--- config.mk ---
export PLATFORM = sky130hd
export DESIGN_NAME = thermal_throttle_governor
export DESIGN_NICKNAME = d
export VERILOG_FILES = /design/src/sv/ttg_pkg.sv /design/src/sv/ttg_step.sv /design/src/sv/thermal_throttle_governor.sv
export VERILOG_INCLUDE_DIRS = /design/src /design/src/sv
export SDC_FILE = /design/constraint.sdc
export NUM_CORES = 1
export LEC_CHECK = 0
export BUFFER_PORTS_ARGS = -buffer_cell sky130_fd_sc_hd__buf_2
export CORE_ASPECT_RATIO = 1.5
export CORE_MARGIN = 3
export CORE_UTILIZATION = 30
export CTS_BUF_LIST = sky130_fd_sc_hd__clkbuf_16
export DETAILED_ROUTE_END_ITERATION = 8
export PLACE_DENSITY = 0.46
export RECOVER_POWER = 100
export SETUP_SLACK_MARGIN = 0.4
export SLEW_MARGIN = 20
export SYNTH_ARGS = -nofsm -noshare
export SYNTH_HDL_FRONTEND = slang
export SYNTH_SLANG_ARGS = --single-unit
--- constraint.sdc ---
create_clock -name clk -period 6.7 [get_ports clk]
set_clock_uncertainty 0.15 [all_clocks]
set_input_delay 0.67 -clock clk [delete_from_list [all_inputs] [get_ports clk]]
set_output_delay 0.67 -clock clk [all_outputs]
set_load 0.03 [all_outputs]
--- src/sv/thermal_throttle_governor_defines.svh ---
// Assertion macros used by the governor's top module.
`ifndef THERMAL_THROTTLE_GOVERNOR_DEFINES_SVH
`define THERMAL_THROTTLE_GOVERNOR_DEFINES_SVH

// Same-cycle implication, sampled on clk, off while in reset.
`define TTG_ASSERT_IMP(lbl, ante, cons, msg) \
	lbl: assert property (@(posedge clk) disable iff (!arst_n) (ante) |-> (cons)) else $error(msg);

// Next-cycle implication, sampled on clk, off while in reset.
`define TTG_ASSERT_NXT(lbl, ante, cons, msg) \
	lbl: assert property (@(posedge clk) disable iff (!arst_n) (ante) |=> (cons)) else $error(msg);

`endif

--- src/sv/ttg_pkg.sv ---
// Types, constants and codes of the thermal throttle governor.
package ttg_pkg;

	// Cores present and cores under control (at most four are controlled)
	localparam int NUM_CORES  = 4;
	localparam int CTRL_CORES = (NUM_CORES < 4) ? NUM_CORES : 4;
	localparam int MASK_W     = 4;
	localparam int CORE_W     = 2;
	localparam logic [MASK_W-1:0] CTRL_RANGE = MASK_W'((1 << CTRL_CORES) - 1);

	// Fixed temperature thresholds in degrees C
	localparam logic signed [9:0] HARD_LIMIT_TEMP = 10'sd80;
	localparam logic signed [9:0] IDLE_POLL_TEMP  = 10'sd45;

	// Configuration register indexes
	typedef enum logic [2:0] {
		REG_STEP_DOWN_TEMP  = 3'd0,
		REG_TEMP_HYSTERESIS = 3'd1,
		REG_INDEX_STEP      = 3'd2,
		REG_MIN_INDEX       = 3'd3,
		REG_TOP_INDEX       = 3'd4,
		REG_CORE_LIMIT_TEMP = 3'd5,
		REG_CORE_HYSTERESIS = 3'd6,
		REG_CORE_CTRL_MASK  = 3'd7
	} cfg_reg_t;

	typedef enum logic [1:0] {
		POLL_FAST   = 2'd0,
		POLL_NORMAL = 2'd1,
		POLL_SLOW   = 2'd2
	} poll_t;

	typedef enum logic [1:0] {
		ACT_NONE    = 2'd0,
		ACT_OFFLINE = 2'd1,
		ACT_ONLINE  = 2'd2
	} core_act_t;

	// Configuration register file
	typedef struct packed {
		logic [6:0]        step_down_temp;
		logic [5:0]        temp_hysteresis;
		logic [4:0]        index_step;
		logic [3:0]        min_index;
		logic [4:0]        top_index;
		logic [7:0]        core_limit_temp;
		logic [5:0]        core_hysteresis;
		logic [MASK_W-1:0] core_ctrl_mask;
	} cfg_t;

	// Governor state carried from item to item
	typedef struct packed {
		logic [4:0]        index;
		logic              throttle;
		logic [MASK_W-1:0] offlined;
		logic              initialized;
	} gov_state_t;

	// One input item
	typedef struct packed {
		logic [7:0]        temperature;
		logic              sensor_ok;
		logic [MASK_W-1:0] online_mask;
	} sample_t;

	// One result item
	typedef struct packed {
		logic [4:0]        limit_index;
		logic              limit_changed;
		logic              throttle_active;
		poll_t             poll_rate;
		core_act_t         core_action;
		logic [CORE_W-1:0] core_number;
		logic [MASK_W-1:0] offlined_mask;
	} result_t;

endpackage

--- src/sv/ttg_step.sv ---
// Next-state and result logic of the governor for one sample.
module ttg_step (
	input  ttg_pkg::cfg_t       cfg,
	input  ttg_pkg::gov_state_t cur,
	input  ttg_pkg::sample_t    smp,
	output ttg_pkg::gov_state_t nxt,
	output ttg_pkg::result_t    res
);
	import ttg_pkg::*;

	logic signed [9:0]  temp_x;
	logic signed [9:0]  warn_x;
	logic signed [9:0]  thr_x;
	logic signed [9:0]  climit_x;
	logic signed [9:0]  crel_x;
	logic [MASK_W-1:0]  cmask;
	logic [4:0]         min_x;
	logic [4:0]         idx0;

	// Extend all thresholds to one signed width
	assign temp_x   = {{2{smp.temperature[7]}}, smp.temperature};
	assign thr_x    = $signed({3'b000, cfg.step_down_temp});
	assign warn_x   = thr_x - $signed({4'b0000, cfg.temp_hysteresis});
	assign climit_x = {{2{cfg.core_limit_temp[7]}}, cfg.core_limit_temp};
	assign crel_x   = climit_x - $signed({4'b0000, cfg.core_hysteresis});
	assign cmask    = cfg.core_ctrl_mask & CTRL_RANGE;
	assign min_x    = {1'b0, cfg.min_index};
	assign idx0     = cur.initialized ? cur.index : cfg.top_index;

	// Core control, then the frequency limit, then the poll rate
	always_comb begin
		logic              found;
		logic              faster;
		logic [MASK_W-1:0] off;
		nxt             = cur;
		res.limit_changed = 1'b0;
		res.core_action = ACT_NONE;
		res.core_number = '0;
		res.poll_rate   = POLL_SLOW;
		found           = 1'b0;
		faster          = 1'b0;
		off             = cur.offlined;
		if (smp.sensor_ok) begin
			nxt.initialized = 1'b1;
			nxt.index       = idx0;
			if (temp_x >= HARD_LIMIT_TEMP) begin
				faster            = 1'b1;
				nxt.index         = min_x;
				nxt.throttle      = 1'b1;
				res.limit_changed = 1'b1;
			end else begin
				if (cmask != '0 && temp_x >= climit_x) begin
					// offline the highest eligible core, core 0 excluded
					for (int i = CTRL_CORES - 1; i > 0; i--) begin
						if (!found && cmask[i] && !(off[i] && !smp.online_mask[i])) begin
							found           = 1'b1;
							off[i]          = 1'b1;
							res.core_action = ACT_OFFLINE;
							res.core_number = CORE_W'(i);
						end
					end
				end else if (cmask != '0 && off != '0 && temp_x <= crel_x) begin
					// release upward, clearing bits until one core goes online
					for (int i = 0; i < CTRL_CORES; i++) begin
						if (!found && off[i]) begin
							off[i] = 1'b0;
							if (!smp.online_mask[i]) begin
								found           = 1'b1;
								res.core_action = ACT_ONLINE;
								res.core_number = CORE_W'(i);
							end
						end
					end
				end
				nxt.offlined = off;

				if (temp_x < warn_x) begin
					nxt.throttle = 1'b0;
					if (idx0 != cfg.top_index) begin
						nxt.index         = cfg.top_index;
						res.limit_changed = 1'b1;
					end
				end else if (temp_x >= thr_x) begin
					faster = 1'b1;
					if (idx0 != min_x) begin
						if (cfg.index_step > idx0 || (idx0 - cfg.index_step) < min_x) begin
							nxt.index = min_x;
						end else begin
							nxt.index = idx0 - cfg.index_step;
						end
						nxt.throttle      = 1'b1;
						res.limit_changed = 1'b1;
					end
				end else begin
					faster       = 1'b1;
					nxt.throttle = 1'b0;
					if (idx0 != cfg.top_index) begin
						nxt.index         = cfg.top_index;
						res.limit_changed = 1'b1;
					end
				end
			end
			if (temp_x > IDLE_POLL_TEMP) begin
				res.poll_rate = faster ? POLL_FAST : POLL_NORMAL;
			end
		end
		res.limit_index     = nxt.index;
		res.throttle_active = nxt.throttle;
		res.offlined_mask   = nxt.offlined;
	end

endmodule

--- src/sv/thermal_throttle_governor.sv ---
// A result is offered from the result register once its item has left the input register through the step logic.
// One item per cycle unless the output stalls; the step logic and the state update sit in one stage.
// The input register moves on whenever the result register is empty or being taken.
// Reset clears the state and valid flags and sets the configuration registers to their defaults at once.
// Configuration writes take effect at the next clock edge.
module thermal_throttle_governor (
	input  logic                       clk,
	input  logic                       arst_n,
	input  logic                       cfg_we,
	input  logic [2:0]                 cfg_index,
	input  logic [7:0]                 cfg_data,
	input  logic                       in_valid,
	output logic                       in_stall,
	input  logic [7:0]                 temperature,
	input  logic                       sensor_ok,
	input  logic [ttg_pkg::MASK_W-1:0] online_mask,
	output logic                       out_valid,
	input  logic                       out_stall,
	output logic [4:0]                 limit_index,
	output logic                       limit_changed,
	output logic                       throttle_active,
	output logic [1:0]                 poll_rate,
	output logic [1:0]                 core_action,
	output logic [ttg_pkg::CORE_W-1:0] core_number,
	output logic [ttg_pkg::MASK_W-1:0] offlined_mask
);
	import ttg_pkg::*;
	`include "thermal_throttle_governor_defines.svh"

	cfg_t       cfg_q;
	gov_state_t state_q;
	gov_state_t state_nxt;
	sample_t    smp_s1;
	logic       valid_s1;
	result_t    res_comb;
	result_t    res_s2;
	logic       valid_s2;
	logic       adv;

	// Write configuration registers
	always_ff @(posedge clk or negedge arst_n) begin
		if (!arst_n) begin
			cfg_q.step_down_temp    <= 7'd70;
			cfg_q.temp_hysteresis   <= 6'd10;
			cfg_q.index_step        <= 5'd1;
			cfg_q.min_index         <= 4'd7;
			cfg_q.top_index         <= 5'd15;
			cfg_q.core_limit_temp   <= 8'd80;
			cfg_q.core_hysteresis   <= 6'd10;
			cfg_q.core_ctrl_mask    <= '0;
		end else if (cfg_we) begin
			case (cfg_reg_t'(cfg_index))
				REG_STEP_DOWN_TEMP:  cfg_q.step_down_temp    <= cfg_data[6:0];
				REG_TEMP_HYSTERESIS: cfg_q.temp_hysteresis   <= cfg_data[5:0];
				REG_INDEX_STEP:      cfg_q.index_step        <= cfg_data[4:0];
				REG_MIN_INDEX:       cfg_q.min_index         <= cfg_data[3:0];
				REG_TOP_INDEX:       cfg_q.top_index         <= cfg_data[4:0];
				REG_CORE_LIMIT_TEMP: cfg_q.core_limit_temp   <= cfg_data;
				REG_CORE_HYSTERESIS: cfg_q.core_hysteresis   <= cfg_data[5:0];
				REG_CORE_CTRL_MASK:  cfg_q.core_ctrl_mask    <= cfg_data[MASK_W-1:0];
				default: ;
			endcase
		end
	end

	// Advance the input register when the result register frees up
	assign adv      = !valid_s2 || !out_stall;
	assign in_stall = valid_s1 && !adv;

	// Hold the incoming item
	always_ff @(posedge clk or negedge arst_n) begin
		if (!arst_n) begin
			valid_s1 <= 1'b0;
		end else if (!in_stall) begin
			valid_s1 <= in_valid;
		end
	end

	always_ff @(posedge clk) begin
		if (in_valid && !in_stall) begin
			smp_s1.temperature <= temperature;
			smp_s1.sensor_ok   <= sensor_ok;
			smp_s1.online_mask <= online_mask;
		end
	end

	ttg_step u_step (
		.cfg (cfg_q),
		.cur (state_q),
		.smp (smp_s1),
		.nxt (state_nxt),
		.res (res_comb)
	);

	// Update the governor state as each item leaves the input register
	always_ff @(posedge clk or negedge arst_n) begin
		if (!arst_n) begin
			state_q <= '0;
		end else if (valid_s1 && adv) begin
			state_q <= state_nxt;
		end
	end

	// Result register
	always_ff @(posedge clk or negedge arst_n) begin
		if (!arst_n) begin
			valid_s2 <= 1'b0;
		end else if (adv) begin
			valid_s2 <= valid_s1;
		end
	end

	always_ff @(posedge clk) begin
		if (adv && valid_s1) begin
			res_s2 <= res_comb;
		end
	end

	assign out_valid       = valid_s2;
	assign limit_index     = res_s2.limit_index;
	assign limit_changed   = res_s2.limit_changed;
	assign throttle_active = res_s2.throttle_active;
	assign poll_rate       = res_s2.poll_rate;
	assign core_action     = res_s2.core_action;
	assign core_number     = res_s2.core_number;
	assign offlined_mask   = res_s2.offlined_mask;

	`TTG_ASSERT_IMP(a_idle_core_zero, out_valid && core_action == ACT_NONE, core_number == '0, "core number set without a core action")
	`TTG_ASSERT_IMP(a_offline_marked, out_valid && core_action == ACT_OFFLINE, offlined_mask[core_number] && core_number != '0, "offlined core not marked or is core 0")
	`TTG_ASSERT_IMP(a_online_cleared, out_valid && core_action == ACT_ONLINE, !offlined_mask[core_number], "released core still marked offline")
	`TTG_ASSERT_NXT(a_item_moves, valid_s1 && adv, out_valid, "item left the input register without a result")

endmodule

# --- Yosys cells after proc, flatten, opt, wreduce, memory -nomap -nowiden ---
# Cells that the tools add are included.
op_classes:
  addsub: 3
  order_cmp: 8
  eq_ne: 9
  muxes: 66
  bitwise: 1
  n_reduce_logical: 48
ops:
  columns: ["operator", "count"]
  rows:
  - ["$mux 4", 12]
  - ["$mux 1", 42]
  - ["$mux 6", 4]
  - ["$reduce_and 2->1", 10]
  - ["$logic_and 1x1->1", 17]
  - ["$ge 8x8->1", 2]
  - ["$logic_not 1->1", 15]
  - ["$mux 5", 3]
  - ["$eq 3x3->1 const B", 4]
  - ["$mux 3", 4]
  - ["$mux 11", 1]
  - ["$le 8x9->1", 1]
  - ["$sub 8x7->9", 1]
  - ["$ge 8x8->1 const B", 1]
  - ["$gt 8x7->1 const B", 1]
  - ["$lt 8x8->1", 1]
  - ["$reduce_bool 4->1", 2]
  - ["$sub 7x6->8", 1]
  - ["$eq 3x2->1 const B", 2]
  - ["$gt 5x5->1", 1]
  - ["$lt 5x4->1", 1]
  - ["$ne 5x4->1", 1]
  - ["$ne 5x5->1", 1]
  - ["$sub 5x5->5", 1]
  - ["other kinds (5)", 6]
totals:
  register_bits: 88
  wordCells: 159

# --- Logic depth before layout (Yosys ltp) ---
# Gate-level depths: netlist of the first run.
depth:
  ltp_word: 28
  ltp_mapped: 18
  depth_no_buf: 17

# --- Cells and area by module ---
# Synthesis of the first run repeated with hierarchy kept, for this count alone.
unflattened:
  cells_unflattened: 497
  hier_area_um2: 5647.9
by_module_without_submodules:
  columns: ["module", "n_inst", "cells_each", "area_per_inst_um2", "seq_area_each_um2"]
  rows:
  - ["thermal_throttle_governor", 1, 164, 3179.3, 2373.5]
  - ["ttg_step", 1, 333, 2468.6, 0.0]

# --- Worst setup path before layout of the first run ---
# Ideal clock, no wire load.
synth_timing:
  kind: "reg-to-reg"
  startpoint: "reg cfg_q[33] in the netlist's numbering"
  endpoint: "reg res_s2 (netlist bit limit_changed) (data pin)"
  arrival_ps: 3255
  t_required_ps: 6291
  path_slack_ps: 3036
  stages_incl_launch_ff: 17
  path_buffers: 1
  path_cell_list: "dfstp_2 -> inv_1 -> ha_1 -> nor2b_1 -> o21ai_0 -> a21oi_1 -> o21ai_0 -> nand2b_1 -> a211o_1 -> ha_1 -> nand2_1 -> nor2_1 -> a311oi_2 -> or2_1 -> buf_2 -> nor2_1 -> o31a_1"
synth_via:
  elab_chain_len: 4
synth_rtl:
  columns: ["item", "line_no", "rtl"]
  rows:
  - ["from (decl)", "thermal_throttle_governor.sv:30", "cfg_t cfg_q;"]
  - ["$sub 7x6->8", "ttg_step.sv:23", "assign warn_x = thr_x - $signed({4'b0000, cfg.temp_hysteresis});"]
  - ["$lt 8x8->1", "ttg_step.sv:77", "if (temp_x < warn_x) begin"]
  - ["$mux 1", "ttg_step.sv:77", null]
  - ["$mux 1", "ttg_step.sv:46", "if (temp_x >= HARD_LIMIT_TEMP) begin"]
  - ["to (signal assigned)", "thermal_throttle_governor.sv:115", "res_s2 <= res_comb;"]
  - ["to (decl)", "thermal_throttle_governor.sv:36", "result_t res_s2;"]
# No other way between the ends.
# A chain may end at the register's enable or synchronous reset.

==> results of run 1 <==
-- cell type report --
type	instances	area [um^2]
Multi-Input combinational cell	381	2890
Sequential cell	88	2370
Fill cell	1879	11800
Timing Repair Buffer	52	228
Clock buffer	9	225
Inverter	55	206
Clock inverter	7	40.0
Tap cell	217	272
-- flip-flops by register name, summed over array words and instances, names as in the netlist --
| register | count |
|---|---|
| cfg_q | 45 |
| smp_s1 | 13 |
| state_q | 11 |
| limit_index | 5 |
| offlined_mask | 4 |
| core_action | 2 |
| core_number | 2 |
| poll_rate | 2 |
| limit_changed | 1 |
| out_valid | 1 |
| throttle_active | 1 |
| valid_s1 | 1 |
-- power by group through the flow --
stage | combinational, uW | sequential (uW) | clock, uW
6_report | 958 | 787 | 464
5_1_grt | 1100 | 803 | 505
4_1_cts | 981 | 786 | 481
3_5_place_dp | 973 | 795 | 0
3_3_place_gp | 950 | 794 | 0
2_1_floorplan | 720 | 801 | 0
-- final timing paths --
| path | slack (ns) | start | cells after the start | to |
|---|---|---|---|---|
| max | 2.16 | cfg_q[33] | 15 | limit_index[4] |
| min | 0.34 | online_mask[3] | 1 | smp_s1[3] |
| max reg2reg | 2.16 | cfg_q[33] | 15 | limit_index[4] |
| min reg2reg | 0.36 | cfg_q[6] | 1 | cfg_q[6] |
| max in group asynchronous | 3.02 | arst_n | 2 | cfg_q[26] |
| min in group asynchronous | 1.40 | arst_n | 2 | valid_s1 |
-- cell families after synthesis --
group / Yosys count / synth area share
xor+xnor: 20 / 0.0330
simple gates: 135 / 0.122
compound gates: 136 / 0.165
fa+ha+maj: 54 / 0.126
buf+inv: 66 / 0.0479
flops: 88 / 0.429
mux: 36 / 0.0775
-- metrics by stage --
stage | power [uW] | worst slack (ns) | std cells
floorplan | 1520 | 3.04 | 535
global placement | 1740 | 2.71 | 793
detailed placement | 1770 | 2.62 | 793
CTS | 2250 | 2.59 | 809
global route | 2400 | 1.81 | 809
finish | 2210 | 2.16 | 809
-- placed cells by master, fill, tap and decap left out, drive strengths merged, types with 4 or more instances in the layout --
master  count
mux2i       4
inv        58
o31ai       8
a31oi      11
nor2b       7
buf        26
nand2b     13
nor2       24
clkbuf     35
nand2      45
nand3      11
and3        4
nor3        8
a21oi      30
dfrtp      41
dfstp      17
a21o        6
edfxtp     30
o211ai      7
a211oi      6
a41oi       4
mux2       32
xnor2      15
o21ai      35
ha         51
xor2        5
-- metal layers --
metal  GRT usage  part of all wire  vias to the layer above
met5           0                 0                        -
met4      0.0694             0.027                        0
met3      0.0228             0.031                       19
met2       0.274              0.53                       65
met1       0.172              0.41                     2012
li1            -                 -                     2040
-- critical path, cell delays in order, from the launching register on --
cell and delay (ns):
dfstp_2 0.52, inv_1 0.07, ha_1 0.28, nor2b_1 0.12, o21ai_0 0.22, a21oi_1 0.12, o21ai_0 0.18, nand2b_1 0.11
a211o_1 0.31, ha_1 0.32, nand2_1 0.09, nor2_1 0.05, a311oi_1 0.79, or2_0 0.59, o41a_1 0.26, o22ai_1 0.08
==> key figures, run 1 <==
Placed design
  – Routability-driven placement congestion ratio: approximately 0.82
  – PortBufs: 47
  – Placed cell areas: ~0.0060 mm^2
  – Detailed Place HPWL: roughly 11000 um

Timing
  – Unrepaired setup endpoints after global routing: no
  – Max Slew Vio Count: 59
  – Final period util: 0.678
  – Final Critical Period: 4.54 ns
  – Final hold viol count: 0
  – Hold Slack: 0.339 ns
  – Setup Viol. Count Final: 0
  – FMAX: 220 MHz
  – Slew @ Worst Pin: ~3.4 ns
  – Rel. slew slack: -1.28
  – Setup TNS: 0 ns

Clock network
  – TritonCTS clock tree: yes
  – CTS Sinks: between 80 and 90
  – Skew-Pair Late Insertion Delay: 0.35 ns
  – Post-CTS sizing: 0
  – Cts hold-fix bufs: 0
  – Root buffer cell: clkbuf_16
  – Clk slew on worst S/H paths: 0.06 ns
  – H-tree Lvls: 3
  – CTS buffer count: 9
  – Clk buf depth: 2
  – Post-CTS Setup Bufs: 0

Yosys
  – Ys async rst share: 0.659
  – Leading area contributor after synthesis: dfrtp_1
  – Post-synth EDFFs: 30
  – Area share of the largest cell type after synthesis: 0.185
  – Most frequent cell after synthesis: inv_1
  – Post-synthesis area per instance: around 10 um^2
  – Synth Register Bits: 88
  – Ys Warns: 0
  – Syn nets: 618
  – Top_reg_cell synth: dfrtp_1
  – Syn Inst Count: 535
  – Commonest cells in the netlist: 54 x inv_1, 51 x ha_1, 45 x nand2_1
  – Post-Syn Area: 0.00554 mm^2
  – Post-synth cell types: 68
  – Register area share after synthesis: 0.429
  – Synth top area cells: dfrtp_1 19%, edfxtp_1 16%, ha_1 12%

Route
  – Routed WL: 14300 um
  – Vias: 4136
  – Number of DRC markers in iteration 0: around 190
  – Vias per cell: just over 5
  – Drt first pass iters: 4
  – Drt wl/cell: 17.7 um
  – DRC Markers: 0
  – Routed Antenna Nets: 0

Global routing
  – GRT overflow: 0
  – First-pass GRT wire length: 23100 um
  – Antenna violations before repair: 0
  – Largest net degree at the start of global routing: 59
  – Total Routing Usage GR: 0.151
  – Vias in the first global route: 4396

Run status
  – Failing checks: capacitance limit, slew limit
  – Outcome: finished, violations left

Die
  – IO Count: 48
  – Core Rows: 60
  – Core ar.: roughly 0.018 mm^2
  – Initial Util: 0.307
  – Die width: 117 um
  – Full die area: 0.0202 mm^2
  – Die Y-Extent: 172 um

Setup path
  – CP Data Required Time: approximately 6.6 ns
  – Critical Path Source Type: flop
  – CP Max Fanout: 11
  – Worst Path Arrival: 4.46 ns
  – CP Class: flop to flop
  – Crit path capture type: flop

Final layout
  – Final instance area: 0.00624 mm^2
  – Final core utilization: 0.346
  – Fraction of layout cells with a size suffix above 1: 0.171
  – # diodes: 0
  – Nets@finish: 670
  – Area delta synth->final: 12.6%

Flow run
  – Number of max-cap violations: 1

Hold path
  – Hold WC Path Type: input pin to flop

Power and ir drop
  – PD cells: 354 mW/mm^2
  – Static Leak: roughly 0.0026 uW
  – Fraction of power consumed by sequential logic: 0.356
  – Net Sw Frac: 0.391
  – Int Power: 1340 uW
  – Worst VDD drop: just over 0.1 mV
  – Clk pwr share: 0.210
  – Combinational power share: 0.434
  – Net Sw Power: 864 uW
Power figures use the tool's default switching activity.
==> run 2: changes to the inputs <==
--- a/config.mk
+++ b/config.mk
@@ -6,6 +6,7 @@
 export SDC_FILE = /design/constraint.sdc
 export NUM_CORES = 1
 export LEC_CHECK = 0
+export ABC_AREA = 1
 export BUFFER_PORTS_ARGS = -buffer_cell sky130_fd_sc_hd__buf_2
 export CORE_ASPECT_RATIO = 1.5
 export CORE_MARGIN = 3
==> constraint.sdc (replaced) <==
create_clock -name clk -period 4.5 [get_ports clk]
set_clock_uncertainty 0.15 [all_clocks]
set_input_delay 0.45 -clock clk [delete_from_list [all_inputs] [get_ports clk]]
set_output_delay 0.45 -clock clk [all_outputs]
set_load 0.03 [all_outputs]
==> key figures, run 2 <==
Clock network
  – Post-CTS sizing: 0 (unchanged)
  – Cts hold-fix bufs: 0 (unchanged)
  – Clk buf depth: 2 (unchanged)
  – CTS Sinks: 88 (unchanged)
  – Post-CTS Setup Bufs: 0 (unchanged)
  – CTS buffer count: 9 (unchanged)
  – TritonCTS clock tree: yes
  – H-tree Lvls: 3 (unchanged)
  – Clk slew on worst S/H paths: 0.08 ns (+0.02 ns)
  – Root buffer cell: clkbuf_16
  – Skew-Pair Late Insertion Delay: 0.35 ns (about the same)

Die
  – Core Rows: 60 (unchanged)
  – Die Y-Extent: 172 um (-0.43%)
  – Full die area: 0.0200 mm^2 (-0.84%)
  – Core ar.: 0.0179 mm^2 (-0.42%)
  – Initial Util: 0.306 (-0.00143)
  – Die width: 116 um (-0.42%)
  – IO Count: 48 (unchanged)

Route
  – Drt wl/cell: 14.6 um (-17%)
  – Vias per cell: 4.71 (-7.9%)
  – DRC Markers: 0 (unchanged)
  – Drt first pass iters: 6 (+2)
  – Routed Antenna Nets: 0 (unchanged)
  – Vias: 4421 (+6.9%)
  – Routed WL: 13700 um (-4.2%)
  – Number of DRC markers in iteration 0: 196 (+4.3%)

Setup path
  – End point of the critical path: limit_index[4]
  – Crit path capture type: flop
  – RR Startpoint: cfg_q[40]
  – Reg-to-Reg End: limit_index[4]
  – CP Max Fanout: 6 (-5)
  – Worst Path Arrival: 3.53 ns (-0.93 ns)
  – CP Launch Point: cfg_q[40]
  – CP Data Required Time: 4.43 ns (-2.19 ns)
  – Critical Path Source Type: flop
  – Critical path cell sequence: ha_1, a21oi_1, nand2_1, a21oi_1, o21ai_0, a211o_1, ha_1, nand2_1, o21a_1, nand3_1, nand2_1, nor2_1, o21ai_0, o211ai_1, o21ai_0
  – R2R setup slack: 0.90 ns (-1.26 ns)
  – Worst R2R Path Depth: 15 (unchanged)
  – CP Class: flop to flop
  – CP max stage cell: dfstp_1
  – CP max stage delay: 0.55 ns (-0.24 ns)

Yosys
  – Post-synthesis area per instance: 8.28 um^2 (-20%)
  – Syn nets: 746 (+21%)
  – Synth Register Bits: 88 (unchanged)
  – Synth top area cells: dfrtp_1 19%, edfxtp_1 16%, ha_1 12%
  – Post-Syn Area: 0.00549 mm^2 (-0.88%)
  – Commonest cells in the netlist: 157 x nand2_1, 118 x inv_1, 62 x o21ai_0
  – Register area share after synthesis: 0.432 (+0.00381)
  – Syn Inst Count: 663 (+24%)
  – Leading area contributor after synthesis: dfrtp_1
  – Area share of the largest cell type after synthesis: 0.187 (+0.00165)
  – Ys async rst share: 0.659 (unchanged)
  – Most frequent cell after synthesis: nand2_1
  – Post-synth cell types: 46 (-32%)
  – Ys Warns: 0 (unchanged)
  – Post-synth EDFFs: 30 (unchanged)
  – Top_reg_cell synth: dfrtp_1

Timing
  – Hold Slack: 0.117 ns (-0.222 ns)
  – Setup TNS: 0 ns (unchanged)
  – Max Slew Vio Count: 59 (unchanged)
  – Final Critical Period: 3.60 ns (-0.943 ns)
  – FMAX: 278 MHz (+26%)
  – Setup Viol. Count Final: 0 (unchanged)
  – Final hold viol count: 0 (unchanged)
  – Final period util: 0.799 (+0.122)
  – Rel. slew slack: -1.18 (+0.101)
  – Unrepaired setup endpoints after global routing: no
  – Slew @ Worst Pin: 3.27 ns (-0.151 ns)

Final layout
  – Largest register FFs: 45 (unchanged)
  – # diodes: 0 (unchanged)
  – Multi-input logic area: 0.00263 mm^2 (-9.1%)
  – Largest registers: cfg_q (45), smp_s1 (13), state_q (11)
  – Fill cells: 1892 (+0.69%)
  – Area delta synth->final: 13.6%
  – Fraction of layout cells with a size suffix above 1: 0.109 (-0.0612)
  – Most frequent cells in the layout: 157 x nand2_1, 118 x inv_1, 66 x o21ai_0, 51 x ha_1, 41 x dfrtp_1
  – Nets@finish: 800 (+19%)
  – Sequential cell area: 0.00237 mm^2 (unchanged)
  – Leading cell type in the layout, fill and taps excluded: nand2_1
  – Cell Count, Final, Fillers Out: 939 (+16%)
  – Final instance area: 0.00623 mm^2 (about the same)
  – Largest reg by FF count: cfg_q

Placed design
  – Detailed Place HPWL: 10700 um (-0.23%)
  – PortBufs: 47 (unchanged)
  – Routability-driven placement congestion ratio: 0.913 (+12%)
  – Placed cell areas: 0.00598 mm^2 (-0.69%)
  – Inst Count DP: 923 (+16%)

Global routing
  – Vias in the first global route: 4278 (-2.7%)
  – Total Routing Usage GR: 0.143 (-0.00853)
  – GRT overflow: 0 (unchanged)
  – Antenna violations before repair: 0 (unchanged)
  – Largest net degree at the start of global routing: 59 (unchanged)
  – First-pass GRT wire length: 22100 um (-4.4%)

Power and ir drop
  – PD cells: 559 mW/mm^2 (+58%)
  – Static Leak: 0.00305 uW (+16%)
  – Worst VDD drop: 0.234 mV (+130%)

Run status
  – Outcome: finished, violations left
  – Failing checks: capacitance limit, slew limit

Hold path
  – Hold WC Path Type: input pin to flop

Flow run
  – Number of max-cap violations: 1 (unchanged)
-- run 2: cell types whose count changed in the layout (fill, tap and decap cells not counted), sizes merged, moves of 10 or more --
| cell | delta |
|---|---|
| nand2 | +116 |
| inv | +67 |
| o21ai | +38 |
| mux2 | -32 |
| nand3 | +26 |
| nor2 | +14 |
| nand2b | -13 |
| a31oi | -10 |
| xnor2 | -10 |
-- run 2: worst min-delay path by stage --
| stage | startpoint | end | slack [ns] | cells after the start |
|---|---|---|---|---|
| 3_3_place_gp | valid_s1 | out_valid | 0.31 | 2 |
| 4_1_cts | online_mask[2] | smp_s1[2] | 0.11 | 1 |
| 5_1_grt | temperature[7] | smp_s1[12] | 0.11 | 1 |
| 3_5_place_dp | valid_s1 | out_valid | 0.31 | 2 |
| 6_report | temperature[4] | smp_s1[9] | 0.12 | 1 |
| 2_1_floorplan | arst_n | cfg_q[0] | 0.004 | 0 |
-- run 2: routing by layer --
layer	routed length, um	global-route usage	up-vias
li1	-	-	2263
met1	5570	0.164	2073
met2	7590	0.271	72
met3	354	0.0201	13
met4	211	0.0394	0
met5	0	0	-
-- run 2: logic make-up after synthesis --
kind of cell,Yosys count,synth area share
AO/OA/AOI/OAI,124,0.130
adder cells (fa/ha/maj),54,0.127
flip-flops,88,0.432
AND/OR/NAND/NOR,255,0.197
buffers and inverters,126,0.0878
XOR/XNOR,16,0.0255
-- run 2: area by class of cell --
cell class              count  area share
well taps                 217      0.0435
clock buffers               9      0.0361
clock inverters             7      0.0108
repair buffers             49      0.0347
flip-flops and latches     88       0.381
multi-input cells         449       0.422
inverters                 120      0.0722
-- run 2: through the flow --
step / setup slack (ns) / total power [uW] / util
finish: 0.903 / 3490 / 0.347
global route: 0.518 / 3810 / 0.347
CTS: 0.980 / 3530 / 0.350
detailed placement: 1.00 / 2760 / 0.333
global placement: 1.09 / 2720 / 0.333
floorplan: 1.35 / 2360 / -
-- run 2: critical path: cells and delay by family (launching register included) --
kind,cells,cell delay [ns]
AO/OA/AOI/OAI,8,1.37
adder cells (fa/ha/maj),2,0.61
flip-flops,1,0.55
AND/OR/NAND/NOR,5,0.66
-- run 2: report_power, final --
part	total (uW)	internal, uW	switching, uW
clock	761	392	369
combinational	1590	583	1010
sequential	1130	1030	103
total	3490	2000	1480
